## config.mk

```make
export PLATFORM = sky130hd
export DESIGN_NAME = cbm5_ctrl
export DESIGN_NICKNAME = d
export VERILOG_FILES = /design/src/design/cbm5_pkg.sv /design/src/design/cbm5_ctrl.sv
export SDC_FILE = /design/constraint.sdc
export NUM_CORES = 1
export LEC_CHECK = 0
export ABC_AREA = 1
export ABC_CLOCK_PERIOD_IN_PS = 1350
export BUFFER_PORTS_ARGS = -buffer_cell sky130_fd_sc_hd__buf_2
export CAP_MARGIN = 20
export CELL_PAD_IN_SITES_DETAIL_PLACEMENT = 1
export CELL_PAD_IN_SITES_GLOBAL_PLACEMENT = 1
export CORE_AREA = 4 4 41 43
export DETAILED_ROUTE_END_ITERATION = 10
export DIE_AREA = 0 0 45 47
export MAX_ROUTING_LAYER = met4
export PLACE_DENSITY = 0.57
export SLEW_MARGIN = 10
export SYNTH_ARGS = -nofsm -noshare
export SYNTH_HDL_FRONTEND = slang
export SYNTH_SLANG_ARGS = --single-unit
```

## constraint.sdc

```tcl
create_clock -name clk -period 1.35 [get_ports clk]
set_input_delay 0.405 -clock clk [delete_from_list [all_inputs] [get_ports clk]]
set_output_delay 0.405 -clock clk [all_outputs]
set_load 0.01 [all_outputs]
```

## src/design/cbm5_pkg.sv

```systemverilog
// cbm5_pkg: shared types, codes and constants of the bank controller
// used by cbm5_ctrl, cbm5_mod, cbm5_dp and cartridge_bank_mapper_mbc5
package cbm5_pkg;

  // access kinds carried on the input tuser
  localparam logic [1:0] FUNC_ROM_RD = 2'd0;
  localparam logic [1:0] FUNC_REG_WR = 2'd1;
  localparam logic [1:0] FUNC_RAM_RD = 2'd2;
  localparam logic [1:0] FUNC_RAM_WR = 2'd3;

  // configuration register indexes
  localparam logic [1:0] CFG_ROM_TOTAL = 2'd0;
  localparam logic [1:0] CFG_RAM_TOTAL = 2'd1;
  localparam logic [1:0] CFG_RUMBLE    = 2'd2;

  // field widths
  localparam int FUNC_W      = 2;
  localparam int ADDR_W      = 16;
  localparam int BYTE_W      = 8;
  localparam int ROM_ADDR_W  = 23;
  localparam int ROM_TOTAL_W = 10;
  localparam int RAM_TOTAL_W = 5;
  localparam int CFG_DATA_W  = 10;
  localparam int CFG_IDX_W   = 2;
  localparam int ROM_SEL_W   = 9;
  localparam int RAM_SEL_W   = 4;
  localparam int IN_DATA_W   = 24;
  localparam int OUT_DATA_W  = 40;

  // bank geometry
  localparam int ROM_BANKS_MAX     = 512;
  localparam int RAM_BANKS_MAX_DEF = 16;
  localparam int RAM_BANK_BYTES    = 8192;
  localparam int RAM_OFF_W         = 13;
  localparam int RAM_ADDR_FULL_W   = RAM_SEL_W + RAM_OFF_W;

  // address map
  localparam logic [15:0] ROM_BANK0_HI = 16'h3FFF;
  localparam logic [15:0] REG_EN_HI    = 16'h1FFF;
  localparam logic [15:0] REG_LO8_HI   = 16'h2FFF;
  localparam logic [15:0] REG_RAMB_HI  = 16'h5FFF;
  localparam logic [15:0] RAM_WIN_LO   = 16'hA000;
  localparam logic [15:0] RAM_WIN_HI   = 16'hBFFF;
  localparam logic [3:0]  RAM_EN_KEY   = 4'hA;
  localparam logic [7:0]  READ_IDLE    = 8'hFF;

  // remainder unit: 9 dividend bits, 3 per cycle
  localparam int DVD_W      = ROM_SEL_W;
  localparam int DVS_W      = ROM_TOTAL_W;
  localparam int STEP_BITS  = 3;
  localparam int DIV_STEPS  = DVD_W / STEP_BITS;
  localparam int DIV_CNT_W  = 2;

  // controller to datapath
  typedef struct packed {
    logic load;      // input beat accepted, start remainder
    logic apply;     // update state, access battery ram
    logic out_load;  // capture result into output register
  } cbm5_cmd_t;

  // datapath to controller
  typedef struct packed {
    logic div_done;  // remainder ready after this edge
  } cbm5_stat_t;

endpackage

```

## src/design/cbm5_ctrl.sv

```systemverilog
// cbm5_ctrl: sequencing of one bus access per input beat
// depends on cbm5_pkg (command and status structs)
module cbm5_ctrl import cbm5_pkg::*; (
  input  logic       clk,
  input  logic       rst,
  input  logic       s_tvalid,
  output logic       s_tready,
  output logic       m_tvalid,
  input  logic       m_tready,
  output cbm5_cmd_t  cmd,
  input  cbm5_stat_t stat
);

  typedef enum logic [1:0] {
    ST_IDLE,
    ST_DIV,
    ST_APPLY,
    ST_DONE
  } state_t;

  state_t state;
  logic   out_free;

  // commands decoded from state
  always_comb begin
    out_free     = !m_tvalid || m_tready;
    s_tready     = (state == ST_IDLE);
    cmd.load     = (state == ST_IDLE) && s_tvalid;
    cmd.apply    = (state == ST_APPLY);
    cmd.out_load = (state == ST_DONE) && out_free;
  end

  // state and output valid
  always_ff @(posedge clk) begin
    if (rst) begin
      state    <= ST_IDLE;
      m_tvalid <= 1'b0;
    end else begin
      // valid rises when a result is loaded, falls when it is taken
      if (cmd.out_load) m_tvalid <= 1'b1;
      else if (m_tready) m_tvalid <= 1'b0;
      case (state)
        ST_IDLE: begin
          if (s_tvalid) state <= ST_DIV;
        end
        ST_DIV: begin
          if (stat.div_done) state <= ST_APPLY;
        end
        ST_APPLY: begin
          state <= ST_DONE;
        end
        ST_DONE: begin
          if (out_free) state <= ST_IDLE;
        end
        default: state <= ST_IDLE;
      endcase
    end
  end

`ifndef SYNTHESIS
  // remainder finishes only while waiting for it
  a_done_in_div: assert property (@(posedge clk) disable iff (rst)
    stat.div_done |-> state == ST_DIV)
    else $error("remainder done outside divide state");

  // result never overwrites a beat not yet taken
  a_out_free: assert property (@(posedge clk) disable iff (rst)
    cmd.out_load |-> (!m_tvalid || m_tready))
    else $error("output register overwritten");

  // an accepted beat goes straight into the remainder unit
  a_accept_div: assert property (@(posedge clk) disable iff (rst)
    (s_tvalid && s_tready) |=> state == ST_DIV)
    else $error("accept did not start divide");

  // state update is followed by result capture
  a_apply_done: assert property (@(posedge clk) disable iff (rst)
    cmd.apply |=> state == ST_DONE)
    else $error("apply not followed by done");
`endif

endmodule

```

* After elaboration in Yosys (flattened, before gate mapping) *
Cells that the tools add are included.

storage, ports and cells
  memories = 0
  bits in latches = 0
  input bits = 5
  output and inout bits = 5
  register bits = 3
  ROM bits = 0
  RAM bits = 0
  word-level logic and storage cells = 21

operators by class
  magnitude comparators = 0
  multiplexer cells = 6
  multipliers = 0
  bitwise gates (word level) = 0
  eq/ne operators = 6
  divide/modulo/power cells = 0
  reduce and logical (&&, ||, !) cells = 7
  shift operators = 0
  $add $sub $neg = 0

operators with widths
  operator                                                         number
  2-bit case mux with 4 select lines                               1
  2-bit 2-to-1 mux                                                 3
  2-bit != test, second input constant                             3
  2-bit == test, second input constant                             2
  3-bit AND reduction                                              1
  2-bit by 1-bit == test with 1-bit output, second input constant  1
  1-bit logical AND                                                2
  2-bit zero test                                                  1
  1-bit 2-to-1 mux                                                 2
  2-bit nonzero test                                               1
  1-bit zero test                                                  1
  1-bit logical OR                                                 1

* Longest topological paths before layout *
Gate-level depths: netlist of run 1.

  depth after elaboration = 4
  gate-level depth with buffers = 7
  gate-level depth less buffers = 7

* Worst setup path after synthesis of run 1 *
OpenSTA, ideal clock, no wires.

  path kind = register to output
  start = register state[0]
  end = output port cmd[2] in the netlist's numbering
  path buffers = 0
  path slack = 0.136 ns
  cell stages (with the launch flop) = 5
  arrival = 0.809 ns
  required time = 0.945 ns
  path through = dfxtp_1 inv_1 ha_1 nand2_1 inv_1

RTL lines
  item                      RTL line         RTL
  start: declaration        cbm5_ctrl.sv:21  state_t state;
  start signal: assignment  cbm5_ctrl.sv:36  state <= ST_IDLE;
  start signal: assignment  cbm5_ctrl.sv:44  if (s_tvalid) state <= ST_DIV;
  start signal: assignment  cbm5_ctrl.sv:47  if (stat.div_done) state <= ST_APPLY;
  end: declaration          cbm5_ctrl.sv:10  output cbm5_cmd_t cmd,

==> run_results.csv, run 1 <==
group,metric,value,unit
outcome,outcome,"complete, but fails checks",
outcome,failed_checks,"setup timing",
pwr,power_density,2130,mW/mm2
floorplan,initial_core_util,0.180,
yosys,syn_avg_cell_area,6.68,um2
drt,wirelength,702,um
worst_hold_path,hold_depth,2,
yosys,syn_area,234,um2
worst_setup_path,r2r-start,"state[0]",
pwr,cellLeakagePower,0.000232,uW
floorplan,core.rowCount,13,
pwr,ir_worst_vdd,0.587,mV
floorplan,coreArea,0.00130,mm2
clock_network,clock_latency,0.23,ns
sta,slew_viol_final,0,
floorplan,die_width,45,um
drt,wl_per_cell,10.3,um
cells_and_area,final_layout_size_suffix_gt1_frac,0.585,
drt,met2RoutedLength,450,um
sta,worstMarginPinSlew,0.152,ns
yosys,syn-num-nets,44,
global_route,grt_pass1_wl,1230,um
clock_network,clkTransAtPathRegs,0.03,ns
drt,num_vias,266,
sta,layout_min_cycle_time,1.41,ns
floorplan,dieArea,0.00212,mm2
clock_network,h-tree-depth,1,
drt,first_pass_iters,1,
sta,rsz0062_at_grt,"true",
cells_and_area,syn_to_final_growth,85.6,%
drt,vias_per_cell,3.91,
worst_setup_path,r2r-end,"state[0]",
drt,met3_length,13,um
cells_and_area,finish.utilization,0.334,
worst_setup_path,cp_max_fo,3,
clock_network,cts_buffers,3,
clock_network,cts_max_path_buffers,2,
worst_hold_path,hold_class,"in -> reg",
floorplan,die_h,47,um
global_route,track_usage,0.0822,
yosys,syn-instance-count,35,
cells_and_area,final_area,434,um2
yosys,ys_seq_area_frac,0.257,
drt,drt-met1-wl,238,um
sta,post-route-period-util,1.04,
placed_design,placed_area,313,um2
worst_setup_path,crit_path_start_kind,"flop",
cells_and_area,nets,63,
worst_setup_path,endpoint_kind,"primary output",
global_route,grt_pass1_vias,308,
drt,drt_iter0_markers,0,
worst_setup_path,critPathArrivalTime,1.00,ns
worst_hold_path,holdPathEnd,"m_tvalid",
worst_setup_path,reg2regPathDepth,8,
worst_setup_path,cp.required,0.95,ns
clock_network,cts.sinks,3,
drt,drc,0,
floorplan,io_pins,10,
worst_hold_path,min-delay-start,"rst",
cells_and_area,n_fill_cell,169,
worst_setup_path,crit_start,"state[0]",
sta,final-hold-violation-count,0,
global_route,grt_overflow_total,0,
worst_setup_path,reg2reg_slack,0.08,ns
cells_and_area,antenna_cells,0,
drt,ant_nets,0,
sta,max_freq,0.711,GHz
sta,relSlewSlack,0.898,
sta,setup_viol,3,
placed_design,place.gp.congestion,0.668,
drt,top_layer,"met3",
yosys,yosys.cell_types.count,10,
global_route,antenna_found_initial,0,
sta,setup_ws,-0.0560,ns
sta,setup_tns,-0.149,ns
worst_setup_path,crit_type,"reg -> out",
clock_network,cts_tree,"built",
flow_run,drv_cap,0,
placed_design,hpwl,480,um
global_route,grt_start_max_net_pins,5,
yosys,yosysWarningCount,0,
yosys,ys_seq_elements,3,
sta,skew,0.00154,ns
clock_network,cts_root_buffer,"clkbuf_4",
placed_design,port_buffers,9,
==> per-layer routing <==
metal | up-vias | track usage
met2 | 2 | 0.155
met5 | - | -
met3 | 0 | 0.0115
met1 | 124 | 0.0837
met4 | 0 | 0.0351
li1 | 140 | -
==> power breakdown <==
part / leakage (uW) / switching [uW] / internal [uW]
Combinational: 0.000192 / 287 / 295
Clock: 0.0000150 / 40.1 / 110
Sequential: 0.0000259 / 56.4 / 139
==> area by class of cell <==
type / count / area, um2 / area share
flip-flops and latches: 3 / 67.6 / 0.156
well taps: 15 / 18.8 / 0.0432
clock buffers: 4 / 26.3 / 0.0605
inverters: 10 / 42.5 / 0.0980
repair buffers: 14 / 88.8 / 0.205
multi-input cells: 22 / 190 / 0.438
==> critical path, stage by stage (launching register included) <==
cell and delay (ns):
dfxtp_4 0.37, inv_4 0.05, ha_4 0.16, nand2_2 0.04, inv_1 0.03, buf_2 0.12
==> cell usage after synthesis <==
master,number,area (um2)
nand2_2,3,18.8
ha_1,4,50.1
dfxtp_1,3,60.1
a21oi_1,2,10.0
nand4_1,2,12.5
nand3_1,1,5.00
nor2_2,1,6.26
nor2_1,5,18.8
nand2_1,4,15.0
inv_1,10,37.5
==> kinds of logic (layout without fill, tap and decap cells) <==
group / after synthesis / count (layout) / share of synthesized area
AO/OA/AOI/OAI: 2 / 2 / 0.0428
AND/OR/NAND/NOR: 16 / 16 / 0.326
flip-flops: 3 / 3 / 0.257
adder cells (fa/ha/maj): 4 / 4 / 0.214
buffers and inverters: 10 / 28 / 0.160
==> flip-flops by register name, indices dropped and copies added, names as in the netlist <==
signal / flops
m_tvalid: 1
state: 2
==> cells in the final DEF (no fill, tap or decap) <==
cell type	n
buf_6	1
ha_1	1
buf_4	5
inv_2	1
a21oi_1	1
a21oi_2	1
nor2_4	1
clkbuf_4	3
dfxtp_1	1
ha_4	3
nand4_1	2
nand2_1	3
nand3_1	1
nand2_4	1
clkbuf_1	1
dfxtp_4	2
nor2_1	5
buf_2	8
inv_4	2
nand2_2	3
inv_1	7
==> worst max-delay path by stage <==
stage / endpoint / slack, ns / cells after the start
3_3_place_gp: cmd[2] / 0.07 / 5
6_report: cmd[2] / -0.06 / 5
3_5_place_dp: cmd[2] / 0.06 / 5
2_1_floorplan: cmd[2] / 0.14 / 4
5_1_grt: cmd[0] / -0.11 / 4
4_1_cts: cmd[2] / -0.07 / 5
==> through the flow <==
stage / setup slack (ns) / hold slack, ns / total power, uW / cells
final: -0.0560 / 0.348 / 927 / 68
after CTS: -0.0654 / 0.349 / 865 / 67
after detailed placement: 0.0584 / 0.486 / 543 / 61
after floorplan: 0.136 / 0.474 / 400 / 35
after global routing: -0.109 / 0.349 / 1030 / 68
after global placement: 0.0734 / 0.484 / 537 / 61
==> repair_timing <==
action,CTS,global route
gates resized for setup,17,3
setup buffers,2,1
pin swaps,2,4
endpoints found under the setup margin,4,4
hold buffers,0,0
No activity file was read; power rests on OpenSTA's default activity.
==> inputs of run 2 (changes only) <==
Settings changed: CORE_AREA 4 4 41 43 to 2 2 39 41, DIE_AREA 0 0 45 47 to 0 0 41 43, PLACE_DENSITY 0.57 to 0.47.
==> run_results.csv, run 2 (synthesis results as in run 1) <==
group,metric,value,unit
clock_network,clkTransAtPathRegs,0.03,ns
floorplan,coreArea,0.00138,mm2
cells_and_area,syn_to_final_growth,82.9,%
worst_setup_path,cp.required,0.95,ns
placed_design,port_buffers,9,
cells_and_area,final_area,428,um2
clock_network,cts_max_path_buffers,2,
placed_design,placed_cells,63,
cells_and_area,n_fill_cell,173,
global_route,grt_pass1_wl,897,um
cells_and_area,top_register,"state",
worst_setup_path,reg2reg_slack,0.18,ns
sta,skew,0.0000651,ns
global_route,antenna_found_initial,0,
drt,drc,0,
worst_hold_path,holdPathEnd,"m_tvalid",
worst_setup_path,r2r-start,"state[1]",
global_route,grt_pass1_vias,258,
floorplan,io_pins,10,
drt,ant_nets,0,
worst_setup_path,cp_max_fo,3,
clock_network,ctsHoldBuffers,0,
worst_setup_path,crit_path_start_kind,"flop",
worst_hold_path,min-delay-start,"rst",
sta,post-route-period-util,1.04,
clock_network,cts_root_buffer,"clkbuf_4",
sta,final-hold-violation-count,0,
drt,drt_iter0_markers,5,
clock_network,cts_tree,"built",
cells_and_area,finish.utilization,0.309,
clock_network,h-tree-depth,1,
outcome,failed_checks,"setup timing",
global_route,busiest_layer,"met2",
cells_and_area,stdcell_count,68,
pwr,swShare,0.399,
worst_setup_path,endpoint_kind,"primary output",
cells_and_area,antenna_cells,0,
clock_network,cts_buffers,3,
cells_and_area,nets,62,
cells_and_area,reg.largest.list,"state (2), m_tvalid (1)",
worst_setup_path,r2r-end,"state[0]",
sta,relSlewSlack,0.904,
pwr,ir_worst_vdd,0.691,mV
worst_hold_path,hold_class,"in -> reg",
drt,num_vias,262,
placed_design,hpwl,429,um
worst_setup_path,critPathArrivalTime,1.00,ns
drt,first_pass_iters,2,
cells_and_area,largest_reg_flops,2,
drt,wl_per_cell,7.82,um
pwr,p_int,537,uW
worst_hold_path,hold_depth,2,
pwr,power,892,uW
clock_network,cts.sinks,3,
global_route,grt_use_met1,0.0801,
global_route,grt_start_max_net_pins,5,
sta,setup_ws,-0.0537,ns
clock_network,clock_latency,0.23,ns
floorplan,die_width,41,um
pwr,combPwrFrac,0.610,
floorplan,die_h,43,um
sta,slew_viol_final,0,
sta,worstMarginPinSlew,0.143,ns
pwr,power_density,2090,mW/mm2
sta,setup_tns,-0.132,ns
cells_and_area,mostFrequentLayoutCells,"buf_2, inv_1, nor2_1, nand2_2",
sta,layout_min_cycle_time,1.40,ns
worst_setup_path,crit_type,"reg -> out",
pwr,switchingPower,356,uW
cells_and_area,final_layout_size_suffix_gt1_frac,0.596,
placed_design,place.gp.congestion,0.668,
placed_design,placed_area,322,um2
drt,vias_per_cell,3.85,
worst_setup_path,reg2regPathDepth,8,
flow_run,drv_cap,0,
sta,rsz0062_at_grt,"true",
global_route,use_met3,0.0314,
global_route,grt_overflow_total,0,
drt,wirelength,532,um
pwr,p_clk_frac,0.171,
pwr,power_frac_seq,0.218,
sta,max_freq,0.712,GHz
floorplan,core.rowCount,14,
cells_and_area,final_common_cell,"buf_2",
global_route,met2_usage,0.116,
floorplan,initial_core_util,0.169,
sta,setup_viol,3,
global_route,track_usage,0.0791,
floorplan,dieArea,0.00176,mm2
outcome,outcome,"complete, but fails checks",
pwr,cellLeakagePower,0.000224,uW
[run 2: per-stage QoR]
| stage | hold WS [ns] | setup WS (ns) |
|---|---|---|
| 2_1_floorplan | 0.474 | 0.136 |
| 3_3_place_gp | 0.492 | 0.0782 |
| 3_5_place_dp | 0.486 | 0.0709 |
| 4_1_cts | 0.341 | -0.0752 |
| 5_1_grt | 0.348 | -0.118 |
| 6_report | 0.346 | -0.0537 |
[run 2: routing by layer]
metal  vias to the layer above  wire, um
met1                       119       204
met5                         -         0
met2                         5       289
met4                         0        14
met3                         2        22
li1                        136         -
[run 2: what timing repair did]
item,CTS,global route
setup endpoints to repair,4,4
pin swaps,2,2
gates resized for setup,17,4
setup buffers,0,1
[run 2: layout make-up]
class / instances / area, um2 / area share
multi-input cells: 22 / 180 / 0.421
repair buffers: 13 / 91.3 / 0.213
flip-flops and latches: 3 / 67.6 / 0.158
inverters: 10 / 42.5 / 0.0994
clock buffers: 4 / 26.3 / 0.0614
well taps: 16 / 20.0 / 0.0468
[run 2: worst max path at each step]
stage	from	to	slack, ns
3_3_place_gp	state[0]	state[0]	0.08
3_5_place_dp	state[0]	cmd[2]	0.07
4_1_cts	state[0]	cmd[2]	-0.08
6_report	state[1]	cmd[2]	-0.05
2_1_floorplan	state[0]	cmd[2]	0.14
5_1_grt	state[0]	cmd[2]	-0.12
[run 2: worst max-delay path, cell delays in order (launching register included)]
cell and delay [ns]:
dfxtp_4 0.38, inv_4 0.05, ha_4 0.16, nand2_2 0.05, inv_2 0.03, buf_6 0.10
[run 2: power by group through the flow]
stage	Combinational [uW]	Sequential, uW	Clock, uW
final	545	195	153
after detailed placement	412	152	0
after floorplan	249	151	0
after CTS	496	193	161
after global placement	419	150	0
after global routing	618	201	178
==> inputs of run 3 (changes only) <==
Settings changed: CAP_MARGIN 20 to not set, SKIP_CTS_REPAIR_TIMING set to 1.
==> run_results.csv, run 3 (synthesis results as in run 1) <==
group,metric,value,unit
sta,setup_viol,3,
worst_setup_path,crit_end,"cmd[1]",
floorplan,die_h,43,um
drt,ant_nets,0,
worst_setup_path,critPathBufInv,2,
worst_setup_path,crit_start,"state[1]",
sta,setup_ws,-0.0667,ns
sta,post-route-period-util,1.05,
drt,num_vias,257,
cells_and_area,antenna_cells,0,
sta,rsz0062_at_grt,"true",
outcome,failed_checks,"setup timing",
worst_setup_path,reg2regPathDepth,8,
cells_and_area,final_layout_size_suffix_gt1_frac,0.596,
cells_and_area,multi_input_area,170,um2
clock_network,cts_tree,"built",
worst_setup_path,crit_path_start_kind,"flop",
worst_setup_path,crit_chain,"buf_4 -> ha_2 -> buf_6",
cells_and_area,n_fill_cell,179,
sta,skew,0.0000709,ns
cells_and_area,seq_area,67.6,um2
worst_setup_path,crit_path_max_incr_delay,0.36,ns
flow_run,drv_cap,0,
outcome,outcome,"complete, but fails checks",
sta,layout_min_cycle_time,1.42,ns
cells_and_area,reg.largest.list,"state (2), m_tvalid (1)",
worst_setup_path,r2r-end,"state[0]",
cells_and_area,nets,62,
clock_network,clkTransAtPathRegs,0.03,ns
cells_and_area,top_register,"state",
drt,first_pass_iters,2,
global_route,grt_pass1_wl,834,um
clock_network,cts_max_path_buffers,2,
clock_network,cts.sinks,3,
clock_network,h-tree-depth,1,
sta,slew_viol_final,0,
sta,worstMarginPinSlew,0.143,ns
sta,setup_tns,-0.163,ns
placed_design,port_buffers,9,
drt,drc,0,
worst_setup_path,endpoint_kind,"primary output",
placed_design,place.gp.congestion,0.668,
worst_hold_path,hold_class,"in -> reg",
worst_setup_path,cp_max_fo,3,
sta,relSlewSlack,0.905,
worst_setup_path,critPathArrivalTime,1.01,ns
global_route,grt_pass1_vias,239,
floorplan,core.rowCount,14,
drt,vias_per_cell,3.78,
pwr,power_density,2040,mW/mm2
cells_and_area,largest_reg_flops,2,
placed_design,hpwl,429,um
worst_setup_path,cp.required,0.95,ns
drt,drt_iter0_markers,5,
cells_and_area,mostFrequentLayoutCells,"buf_2, inv_1, nor2_1, nand2_2, buf_4",
worst_setup_path,reg2reg_slack,0.19,ns
cells_and_area,stdcell_count,68,
global_route,grt_overflow_total,0,
worst_setup_path,cp_num_cells,3,
clock_network,clock_latency,0.23,ns
clock_network,cts_root_buffer,"clkbuf_4",
floorplan,io_pins,10,
floorplan,die_width,41,um
placed_design,placed_cells,63,
pwr,cellLeakagePower,0.000220,uW
floorplan,coreArea,0.00138,mm2
floorplan,dieArea,0.00176,mm2
worst_setup_path,worst_path_dominant_cell_family,"flip-flops",
floorplan,initial_core_util,0.169,
worst_setup_path,r2r-start,"state[1]",
global_route,grt_start_max_net_pins,5,
worst_setup_path,cpMaxStageDelayCell,"dfxtp_4",
cells_and_area,final_common_cell,"buf_2",
sta,max_freq,0.706,GHz
cells_and_area,syn_to_final_growth,77.0,%
sta,final-hold-violation-count,0,
cells_and_area,finish.utilization,0.299,
clock_network,cts_buffers,3,
pwr,ir_worst_vdd,0.558,mV
worst_setup_path,crit_type,"reg -> out",
global_route,track_usage,0.0740,
drt,wl_per_cell,7.31,um
placed_design,post-place-ws,0.0709,ns
worst_hold_path,min-delay-start,"rst",
global_route,antenna_found_initial,0,
drt,wirelength,497,um
## run 3: cell types whose count changed in the layout (fill, tap and decap cells not counted)
cell   delta
buf_6     -1
ha_2      +1
buf_4     +1
ha_4      -1
## run 3: routing by layer
| metal | up-vias | share of wire | track usage |
|---|---|---|---|
| met4 | 0 | 0.028 | 0.0600 |
| li1 | 136 | - | - |
| met3 | 2 | 0.044 | 0.0314 |
| met5 | - | 0 | - |
| met1 | 114 | 0.43 | 0.0769 |
| met2 | 5 | 0.49 | 0.103 |
## run 3: where the power goes
group	total [uW]	switching [uW]	internal, uW
registers	192	53.4	138
clock network	153	42.9	111
logic	501	236	265
## run 3: layout make-up
cell class	instances	share of cell area
repair buffers	13	0.211
inverters	10	0.103
well taps	16	0.0483
multi-input cells	22	0.411
flip-flops and latches	3	0.163
clock buffers	4	0.0634
## run 3: metrics by stage
step,hold slack (ns),total power (uW),cell area [um2]
after floorplan,0.474,400,234
after global placement,0.492,569,322
after detailed placement,0.486,564,322
after CTS,0.341,726,348
after global routing,0.348,948,414
final,0.345,846,414
## run 3: worst register-to-register path, cell delays in order (launching register included)
cell and delay [ns]:
dfxtp_4 0.37, inv_4 0.05, ha_4 0.16, buf_4 0.13, nand2_2 0.08, nand2_2 0.05, nor2_2 0.12, nor2_1 0.05
nor2_1 0.09
## run 3: how the worst min path moves through the flow
stage                     cells past startpoint  endpoint
after detailed placement                      2  m_tvalid
final                                         2  m_tvalid
after CTS                                     2  m_tvalid
after floorplan                               1  m_tvalid
after global routing                          2  m_tvalid
after global placement                        2  m_tvalid
